### config.mk
export PLATFORM = sky130hd
export DESIGN_NAME = button_press_hold_detector
export DESIGN_NICKNAME = d
export VERILOG_FILES = /design/src/rtl/core/bphd_pkg.sv /design/src/rtl/core/bphd_detector.sv /design/src/rtl/core/button_press_hold_detector.sv
export SDC_FILE = /design/constraint.sdc
export NUM_CORES = 1
export LEC_CHECK = 0
export ABC_AREA = 1
export BUFFER_PORTS_ARGS = -buffer_cell sky130_fd_sc_hd__buf_2
export CAP_MARGIN = 15
export CORE_MARGIN = 2
export CORE_UTILIZATION = 47
export CTS_CLUSTER_DIAMETER = 60
export CTS_CLUSTER_SIZE = 25
export DETAILED_ROUTE_END_ITERATION = 10
export SLEW_MARGIN = 20
export SYNTH_ARGS = -nofsm -noshare
export SYNTH_HDL_FRONTEND = slang
export SYNTH_HIERARCHICAL = 1
export SYNTH_SLANG_ARGS = --single-unit
export TNS_END_PERCENT = 20
### constraint.sdc
create_clock -name clk_i -period 7.3 [get_ports clk_i]
set_input_delay 1.46 -clock clk_i [delete_from_list [all_inputs] [get_ports clk_i]]
set_output_delay 1.46 -clock clk_i [all_outputs]
set_load 0.1 [all_outputs]
### src/rtl/core/bphd_pkg.sv
// bphd_pkg: shared types and constants for the button press/hold detector
// no dependencies; imported by every module of the block

package bphd_pkg;

  localparam int unsigned TickW   = 32;
  localparam int unsigned ThrW    = 16;
  localparam int unsigned HeldW   = 17;
  localparam int unsigned CfgIdxW = 2;
  localparam int unsigned CfgW    = 16;

  // configuration register indexes
  localparam logic [CfgIdxW-1:0] RegPressedLevel  = 2'd0;
  localparam logic [CfgIdxW-1:0] RegPressThreshold = 2'd1;
  localparam logic [CfgIdxW-1:0] RegHoldThreshold  = 2'd2;

  // reset values
  localparam logic            PressedLevelRst = 1'b0;
  localparam logic [ThrW-1:0] PressThrRst     = 16'd50;
  localparam logic [ThrW-1:0] HoldThrRst      = 16'd1000;

  // event kinds
  localparam logic KindPress = 1'b0;
  localparam logic KindHold  = 1'b1;

  // held time saturation point
  localparam logic [HeldW-1:0] HeldSat = 17'h1_0000;

  typedef struct packed {
    logic            pressed_level;
    logic [ThrW-1:0] press_thr;
    logic [ThrW-1:0] hold_thr;
  } cfg_t;

  typedef struct packed {
    logic             valid;
    logic             kind;
    logic [HeldW-1:0] held;
  } evt_t;

endpackage

### src/rtl/core/bphd_detector.sv
// bphd_detector: tick counter, press start and phase register of the detector
// depends on bphd_pkg

module bphd_detector import bphd_pkg::*; (
  input  logic clk_i,
  input  logic rst_ni,
  input  logic step_i,
  input  logic level_i,
  input  cfg_t cfg_i,
  output evt_t evt_o
);

  typedef enum logic [2:0] {
    PhIdle    = 3'd0,
    PhPressed = 3'd1,
    PhPressOk = 3'd2,
    PhHoldOk  = 3'd3,
    PhRelease = 3'd4
  } phase_e;

  phase_e            phase_q, phase_d;
  logic [TickW-1:0]  tick_q, tick_d;
  logic [TickW-1:0]  start_q, start_d;
  logic [TickW-1:0]  held;
  logic [HeldW-1:0]  held_sat;
  logic              pressed;

  assign pressed  = (level_i == cfg_i.pressed_level);
  assign tick_d   = tick_q + 32'd1;
  assign held     = tick_d - start_q;
  assign held_sat = (held > {15'd0, HeldSat}) ? HeldSat : held[HeldW-1:0];

  always_comb begin
    phase_d     = phase_q;
    start_d     = start_q;
    evt_o.valid = 1'b0;
    evt_o.kind  = KindPress;
    evt_o.held  = held_sat;
    case (phase_q)
      PhIdle: begin
        if (pressed) begin
          start_d = tick_d;
          phase_d = PhPressed;
        end
      end
      PhPressed: begin
        if (!pressed) begin
          phase_d = PhRelease;
        end else if (held > {16'd0, cfg_i.press_thr}) begin
          phase_d     = PhPressOk;
          evt_o.valid = 1'b1;
        end
      end
      PhPressOk: begin
        if (!pressed) begin
          phase_d = PhRelease;
        end else if (held > {16'd0, cfg_i.hold_thr}) begin
          phase_d     = PhHoldOk;
          evt_o.valid = 1'b1;
          evt_o.kind  = KindHold;
        end
      end
      PhHoldOk: begin
        if (!pressed) begin
          phase_d = PhRelease;
        end
      end
      default: phase_d = PhIdle;
    endcase
  end

  always_ff @(posedge clk_i or negedge rst_ni) begin
    if (!rst_ni) begin
      phase_q <= PhIdle;
      tick_q  <= '0;
      start_q <= '0;
    end else if (step_i) begin
      phase_q <= phase_d;
      tick_q  <= tick_d;
      start_q <= start_d;
    end
  end

endmodule

### src/rtl/core/button_press_hold_detector.sv
// button_press_hold_detector: top level, handshakes, config registers, result register
// depends on bphd_pkg and bphd_detector

// Each request on the input channel is one millisecond tick carrying the
// sampled button level. The block counts ticks, notes the tick at which a
// press starts and reports a press event (event_kind 0) once the button has
// been held longer than press_threshold ticks, then a hold event (event_kind 1)
// once it has been held longer than hold_threshold ticks; held_ticks gives the
// time since the press started, saturated at 65536. Any release passes through
// a one-tick release phase back to idle. Timing: a request is taken into an
// input register; once the result register is free the detector steps its
// state with it and, if an event fires, loads the result register. The block
// takes one request every cycle unless a result register that stays full
// stops the flow, and even then the input register still takes one more
// request. Configuration is written through a plain write port (index 0
// pressed_level, 1 press_threshold, 2 hold_threshold; index 3 is ignored); the
// user writes it only while the block is idle; the block does not enforce it.

module button_press_hold_detector import bphd_pkg::*; (
  input  logic               clk_i,
  input  logic               rst_ni,
  // tick requests
  input  logic               in_valid_i,
  output logic               in_ready_o,
  input  logic               button_level_i,
  // events
  output logic               out_valid_o,
  input  logic               out_ready_i,
  output logic               event_kind_o,
  output logic [HeldW-1:0]   held_ticks_o,
  // configuration writes
  input  logic               cfg_we_i,
  input  logic [CfgIdxW-1:0] cfg_index_i,
  input  logic [CfgW-1:0]    cfg_data_i
);

  cfg_t             cfg_q;
  logic             in_vld_q;
  logic             level_q;
  logic             out_vld_q;
  logic             kind_q;
  logic [HeldW-1:0] held_q;
  logic             advance;
  logic             in_take;
  evt_t             evt;

  // the request in the input register moves on once the result slot is free
  assign advance    = in_vld_q && (!out_vld_q || out_ready_i);
  assign in_ready_o = !in_vld_q || advance;
  assign in_take    = in_valid_i && in_ready_o;

  // config registers, unknown indexes dropped
  always_ff @(posedge clk_i or negedge rst_ni) begin
    if (!rst_ni) begin
      cfg_q.pressed_level <= PressedLevelRst;
      cfg_q.press_thr     <= PressThrRst;
      cfg_q.hold_thr      <= HoldThrRst;
    end else if (cfg_we_i) begin
      case (cfg_index_i)
        RegPressedLevel:   cfg_q.pressed_level <= cfg_data_i[0];
        RegPressThreshold: cfg_q.press_thr     <= cfg_data_i;
        RegHoldThreshold:  cfg_q.hold_thr      <= cfg_data_i;
        default: ;
      endcase
    end
  end

  // input register
  always_ff @(posedge clk_i or negedge rst_ni) begin
    if (!rst_ni) begin
      in_vld_q <= 1'b0;
    end else if (in_ready_o) begin
      in_vld_q <= in_valid_i;
    end
  end

  always_ff @(posedge clk_i) begin
    if (in_take) begin
      level_q <= button_level_i;
    end
  end

  bphd_detector u_detector (
    .clk_i   (clk_i),
    .rst_ni  (rst_ni),
    .step_i  (advance),
    .level_i (level_q),
    .cfg_i   (cfg_q),
    .evt_o   (evt)
  );

  // result register
  always_ff @(posedge clk_i or negedge rst_ni) begin
    if (!rst_ni) begin
      out_vld_q <= 1'b0;
    end else if (advance) begin
      out_vld_q <= evt.valid;
    end else if (out_ready_i) begin
      out_vld_q <= 1'b0;
    end
  end

  always_ff @(posedge clk_i) begin
    if (advance && evt.valid) begin
      kind_q <= evt.kind;
      held_q <= evt.held;
    end
  end

  assign out_valid_o  = out_vld_q;
  assign event_kind_o = kind_q;
  assign held_ticks_o = held_q;

endmodule

## After elaboration in Yosys (flattened, before gate mapping)

Cells that the tools add are included.

| word-level totals | value |
|---|---|
| memories kept | 0 |
| word-level logic and storage cells | 56 |
| bits in latches | 0 |
| input bits | 24 |
| ROM bits | 0 |
| output and inout bits | 20 |
| bits in writable memories | 0 |
| flip-flop bits (word level) | 121 |

| operators by class | value |
|---|---|
| divide/modulo/power cells | 0 |
| $mul | 0 |
| reduce and logical (&&, ||, !) cells | 16 |
| multiplexer cells | 14 |
| bitwise gates (word level) | 0 |
| order comparisons | 3 |
| eq/ne operators | 10 |
| $add $sub $neg | 2 |
| shift operators | 0 |

Operators by type and width:

| kind | number |
|---|---|
| > comparator 32 x 16 -> 1 bit | 2 |
| adder 32 x 1 -> 32 bit, second input constant | 1 |
| > comparator 32 x 17 -> 1 bit, second input constant | 1 |
| subtractor 32 bit | 1 |
| 2-to-1 mux 3 bit | 6 |
| one-hot mux 3 bit (4 select lines) | 1 |
| AND reduction 2 bit | 4 |
| equality test 3 x 2 -> 1 bit, second input constant | 2 |
| inequality test 3 bit, second input constant | 2 |
| AND reduction 5 bit | 1 |
| 2-to-1 mux 1 bit | 4 |
| 2-to-1 mux 2 bit | 2 |
| equality test 3 x 1 -> 1 bit, second input constant | 1 |
| logical AND 1 bit | 3 |
| zero test 3 bit | 1 |
| AND reduction 3 bit | 1 |
| equality test 2 x 1 -> 1 bit, second input constant | 1 |
| equality test 2 bit, second input constant | 1 |
| zero test 1 bit | 2 |
| zero test 2 bit | 1 |
| logical OR 1 bit | 2 |
| inequality test 2 x 1 -> 1 bit, second input constant | 1 |
| inequality test 2 bit, second input constant | 1 |
| one-hot mux 1 bit (2 select lines) | 1 |
| other kinds (2) | 2 |

## Logic depth before layout (Yosys ltp)

| logic depth | value |
|---|---|
| depth in word-level cells | 7 |
| mapped depth | 32 |
| gate-level depth less buffers | 32 |

## Hierarchy

Netlist, hierarchy kept.

Modules (own cells, without submodules):

| module | area an instance (sq um) | seq. area each (sq um) | cells each | instances |
|---|---|---|---|---|
| bphd_detector | 7195.7 | 1676.6 | 1164 | 1 |
| button_press_hold_detector | 2347.3 | 1457.6 | 183 | 1 |

## Worst setup path before layout

Ideal clock, no wire load.

| timing path | value |
|---|---|
| kind | flip-flop to flip-flop |
| from | register u_detector.tick_q[0] |
| to | register kind_q, in the netlist event_kind_o (enable) |
| library setup time | 0.416 ns |
| buffers on the path | 0 |
| slack | 2.259 ns |
| stages on the path, launching flop included | 27 |
| clock period less this slack | 5.041 ns |
| required time | 6.884 ns |
| arrival time | 4.626 ns |
| cell sequence | dfrtp_1 -> nand2_1 -> nor2_4 -> nand2_4 -> nor2_4 -> nand3_2 -> nor2_1 -> xor2_1 -> inv_1 -> ha_1 -> nand2_1 -> inv_1 -> nand2_1 -> nand2_1 -> a21oi_1 -> nand2_1 -> xor2_1 -> ha_1 -> nand4_1 -> nor3_1 -> a21o_1 -> nand2_1 -> nand3_1 -> nand2_1 -> nand2_1 -> inv_1 -> nor3_1 |

RTL lines:

| what | RTL line | RTL |
|---|---|---|
| start: declaration | bphd_detector.sv:22 | `logic [TickW-1:0] tick_q, tick_d;` |
| start signal: assignment | bphd_detector.sv:79 | `tick_q <= tick_d;` |
| end signal: assignment | button_press_hold_detector.sv:105 | `kind_q <= evt.kind;` |
| end: declaration | button_press_hold_detector.sv:41 | `logic kind_q;` |

==> results.json <==
{
  "status": "complete, no violations",
  "crit_fanout": 18,
  "grt_max_degree": 66,
  "cap_violations": 0,
  "final_cells": 1670,
  "gr-usage-met2_pct": 36.0,
  "async_flop_share_pct": 84.3,
  "grt.met1_usage_pct": 35.7,
  "crit_type": "reg2reg",
  "fillCellCount": 1994,
  "use_met3_pct": 3.97,
  "firstDrtPassIters": 5,
  "cts_resized": 0,
  "ys_top_cells_by_area": "dfrtp_1, nand2_1, inv_1",
  "r2r_slack_ns": 2.09,
  "fin_nets": 1476,
  "yosysWarningCount": 6,
  "clock_sinks": 121,
  "crit_top_cell": "nand2_1",
  "routed_wl_um": 24600,
  "tns_ns": 0,
  "syn_area_per_cell_um2": 7.08,
  "multi_input_area_um2": 5220,
  "synth_flop_cell": "dfrtp_1",
  "fin_crit_ns": 5.21,
  "ctsLongestPathBuffers": 2,
  "hpwlAfterDp_um": 19300,
  "grt_pass1_wl_um": 40600,
  "finClkSkew_ns": 0.00901,
  "critPathArrivalTime_ns": 5.32,
  "hold_class": "reg2reg",
  "drv_slew": 0,
  "max_freq_ghz": 0.192,
  "start_kind": "flip-flop",
  "io_buffers": 43,
  "first_global_vias": 7873,
  "grt_use_total_pct": 23.9,
  "rows": 52,
  "critPathRequiredTime_ns": 7.41,
  "seqCellArea_um2": 3130,
  "cts_buffers": 17,
  "postRouteAntennaNets": 0,
  "stdcell_area_um2": 10600,
  "busiest_layer": "met2",
  "die_h_um": 146,
  "hp-start": "cfg_q[3]$_DFFE_PN1P_",
  "syn_area_um2": 9540,
  "drcViolationCount": 0,
  "n_antenna_cell": 0,
  "final_util_pct": 52.7,
  "whs_path_depth": 2,
  "clk_pin_slew_ns": 0.06,
  "rsz0062_at_grt": "false",
  "dpl.cell_count": 1638,
  "cts_tree": "built",
  "netlist.area_leader.share_pct": 24.4,
  "overflow": 0,
  "hold_buffers": 0,
  "worst_r2r_path_depth": 26,
  "core-area_um2": 20100,
  "slowest_stage": "xor2_1",
  "maxSlewHeadroom_pct": 42.9,
  "io_pins": 44,
  "clk_latency_ns": 0.43,
  "cts_max_level": 4,
  "period_share_pct": 71.4,
  "grt_antenna_before_repair": 0,
  "num_vias": 8420,
  "timing.rr.start": "u_detector/tick_q[0]$_DFFE_PN0P_",
  "synth_area_leader_cell": "dfrtp_1",
  "drive_gt1_share_pct": 12.8,
  "first_iter_violations": 526,
  "area_delta_synth_final_pct": 11.1,
  "ys_types": 50,
  "synth_seq_area_share_pct": 32.8,
  "cp-end-kind": "flip-flop",
  "dieArea_um2": 21500,
  "worst_slew_pin_slew_ns": 0.857,
  "placed_area_um2": 9950,
  "wl_per_cell_um": 14.7,
  "gp_congestion": 0.910,
  "synth_seq_cells": 121,
  "whs_endpoint": "cfg_q[3]$_DFFE_PN1P_",
  "crit_family": "simple AND/OR/NAND/NOR gates",
  "root_buffer": "clkbuf_16",
  "hold_viol_final": 0,
  "finalSetupViolCount": 0,
  "synth_edf_count": 19,
  "slowest_delay_ns": 0.46,
  "cts_setup_buffers": 0,
  "r2r-end": "held_ticks_o[10]$_DFFE_PP_",
  "avgViaCountPerCell": 5.04,
  "syn_nets": 1436,
  "die_x_um": 146,
  "synth_cells": 1347,
  "start_util_pct": 47.5,
  "crit_buf_inv": 5
}
[state kept, by name (all words and copies together) (netlist names)]
register            count
cfg_q                  33
u_detector/tick_q      32
out_valid_o             1
u_detector/phase_q      3
event_kind_o            1
level_q                 1
u_detector/start_q     32
held_ticks_o           17
in_vld_q                1
[final cells by class]
cell class | instances | share of cell area, %
inverters | 264 | 9.51
flip-flops and latches | 121 | 29.6
clock inverters | 11 | 1.46
well taps | 270 | 3.19
repair buffers | 48 | 2.41
clock buffers | 21 | 4.64
multi-input cells | 935 | 49.2
[tightest hold or removal path: stages, from the launching register on]
cell and delay (ns):
dfstp_2 0.37, nand2_1 0.05, nand2_1 0.05
[cells in the mapped netlist, types with 7 or more instances]
cell,instances
dfrtp_1,93
nor3_2,12
xor2_1,37
inv_1,259
nand2_1,436
nand2_2,25
o21ai_0,54
ha_1,64
nand4_1,51
edfxtp_1,19
buf_6,7
dfstp_2,9
a21oi_1,34
nand3_1,48
clkbuf_1,11
nand2_4,21
nor2_1,69
nor3_1,26
[placed cells by master (no fill, tap or decap), types with 9 or more instances in the layout]
| cell type | count |
|---|---|
| nor3_1 | 25 |
| buf_2 | 42 |
| clkbuf_16 | 18 |
| nand4_1 | 51 |
| inv_1 | 259 |
| nand2_4 | 21 |
| nand2_1 | 436 |
| edfxtp_1 | 19 |
| nand2_2 | 25 |
| nand3_1 | 48 |
| dfrtp_1 | 93 |
| nor3_2 | 12 |
| xor2_1 | 37 |
| o21ai_0 | 54 |
| ha_1 | 64 |
| dfstp_2 | 9 |
| a21oi_1 | 34 |
| nor2_1 | 69 |
[cell families after synthesis]
group	after synthesis	share of synthesized area, %
AOI/OAI and AO/OA	107	6.06
and+or+nand+nor	725	36.4
buffers and inverters	291	12.6
DFF	121	32.8
adders and majority gates	65	8.60
xor gates and xnor gates	38	3.49
[worst max-delay path by stage]
stage | from | slack (ns) | end | cells after the start
final | u_detector/tick_q[0]$_DFFE_PN0P_ | 2.09 | held_ticks_o[10]$_DFFE_PP_ | 26
after global routing | u_detector/tick_q[0]$_DFFE_PN0P_ | 1.55 | held_ticks_o[0]$_DFFE_PP_ | 26
after CTS | u_detector/tick_q[0]$_DFFE_PN0P_ | 2.09 | held_ticks_o[4]$_DFFE_PP_ | 26
after detailed placement | u_detector/tick_q[0]$_DFFE_PN0P_ | 2.11 | held_ticks_o[10]$_DFFE_PP_ | 26
after global placement | u_detector/tick_q[0]$_DFFE_PN0P_ | 2.14 | held_ticks_o[13]$_DFFE_PP_ | 26
after floorplan | u_detector/tick_q[0]$_DFFE_PN0P_ | 2.26 | event_kind_o$_DFFE_PP_ | 26
[per-stage QoR]
stage / worst slack [ns] / hold slack, ns
after floorplan: 2.26 / 0.442
after global placement: 2.14 / 0.456
after detailed placement: 2.11 / 0.460
after CTS: 2.09 / 0.468
after global routing: 1.55 / 0.489
final: 2.09 / 0.466
[metal layers]
layer | vias up | wire [µm]
li1 | 4313 | -
met1 | 3902 | 12500
met2 | 181 | 10700
met3 | 24 | 1050
met4 | 0 | 336
met5 | - | 0
Power is left out: the tool's default activity adds up to more than one toggle a clock period on the data nets, which glitch-free logic cannot reach.
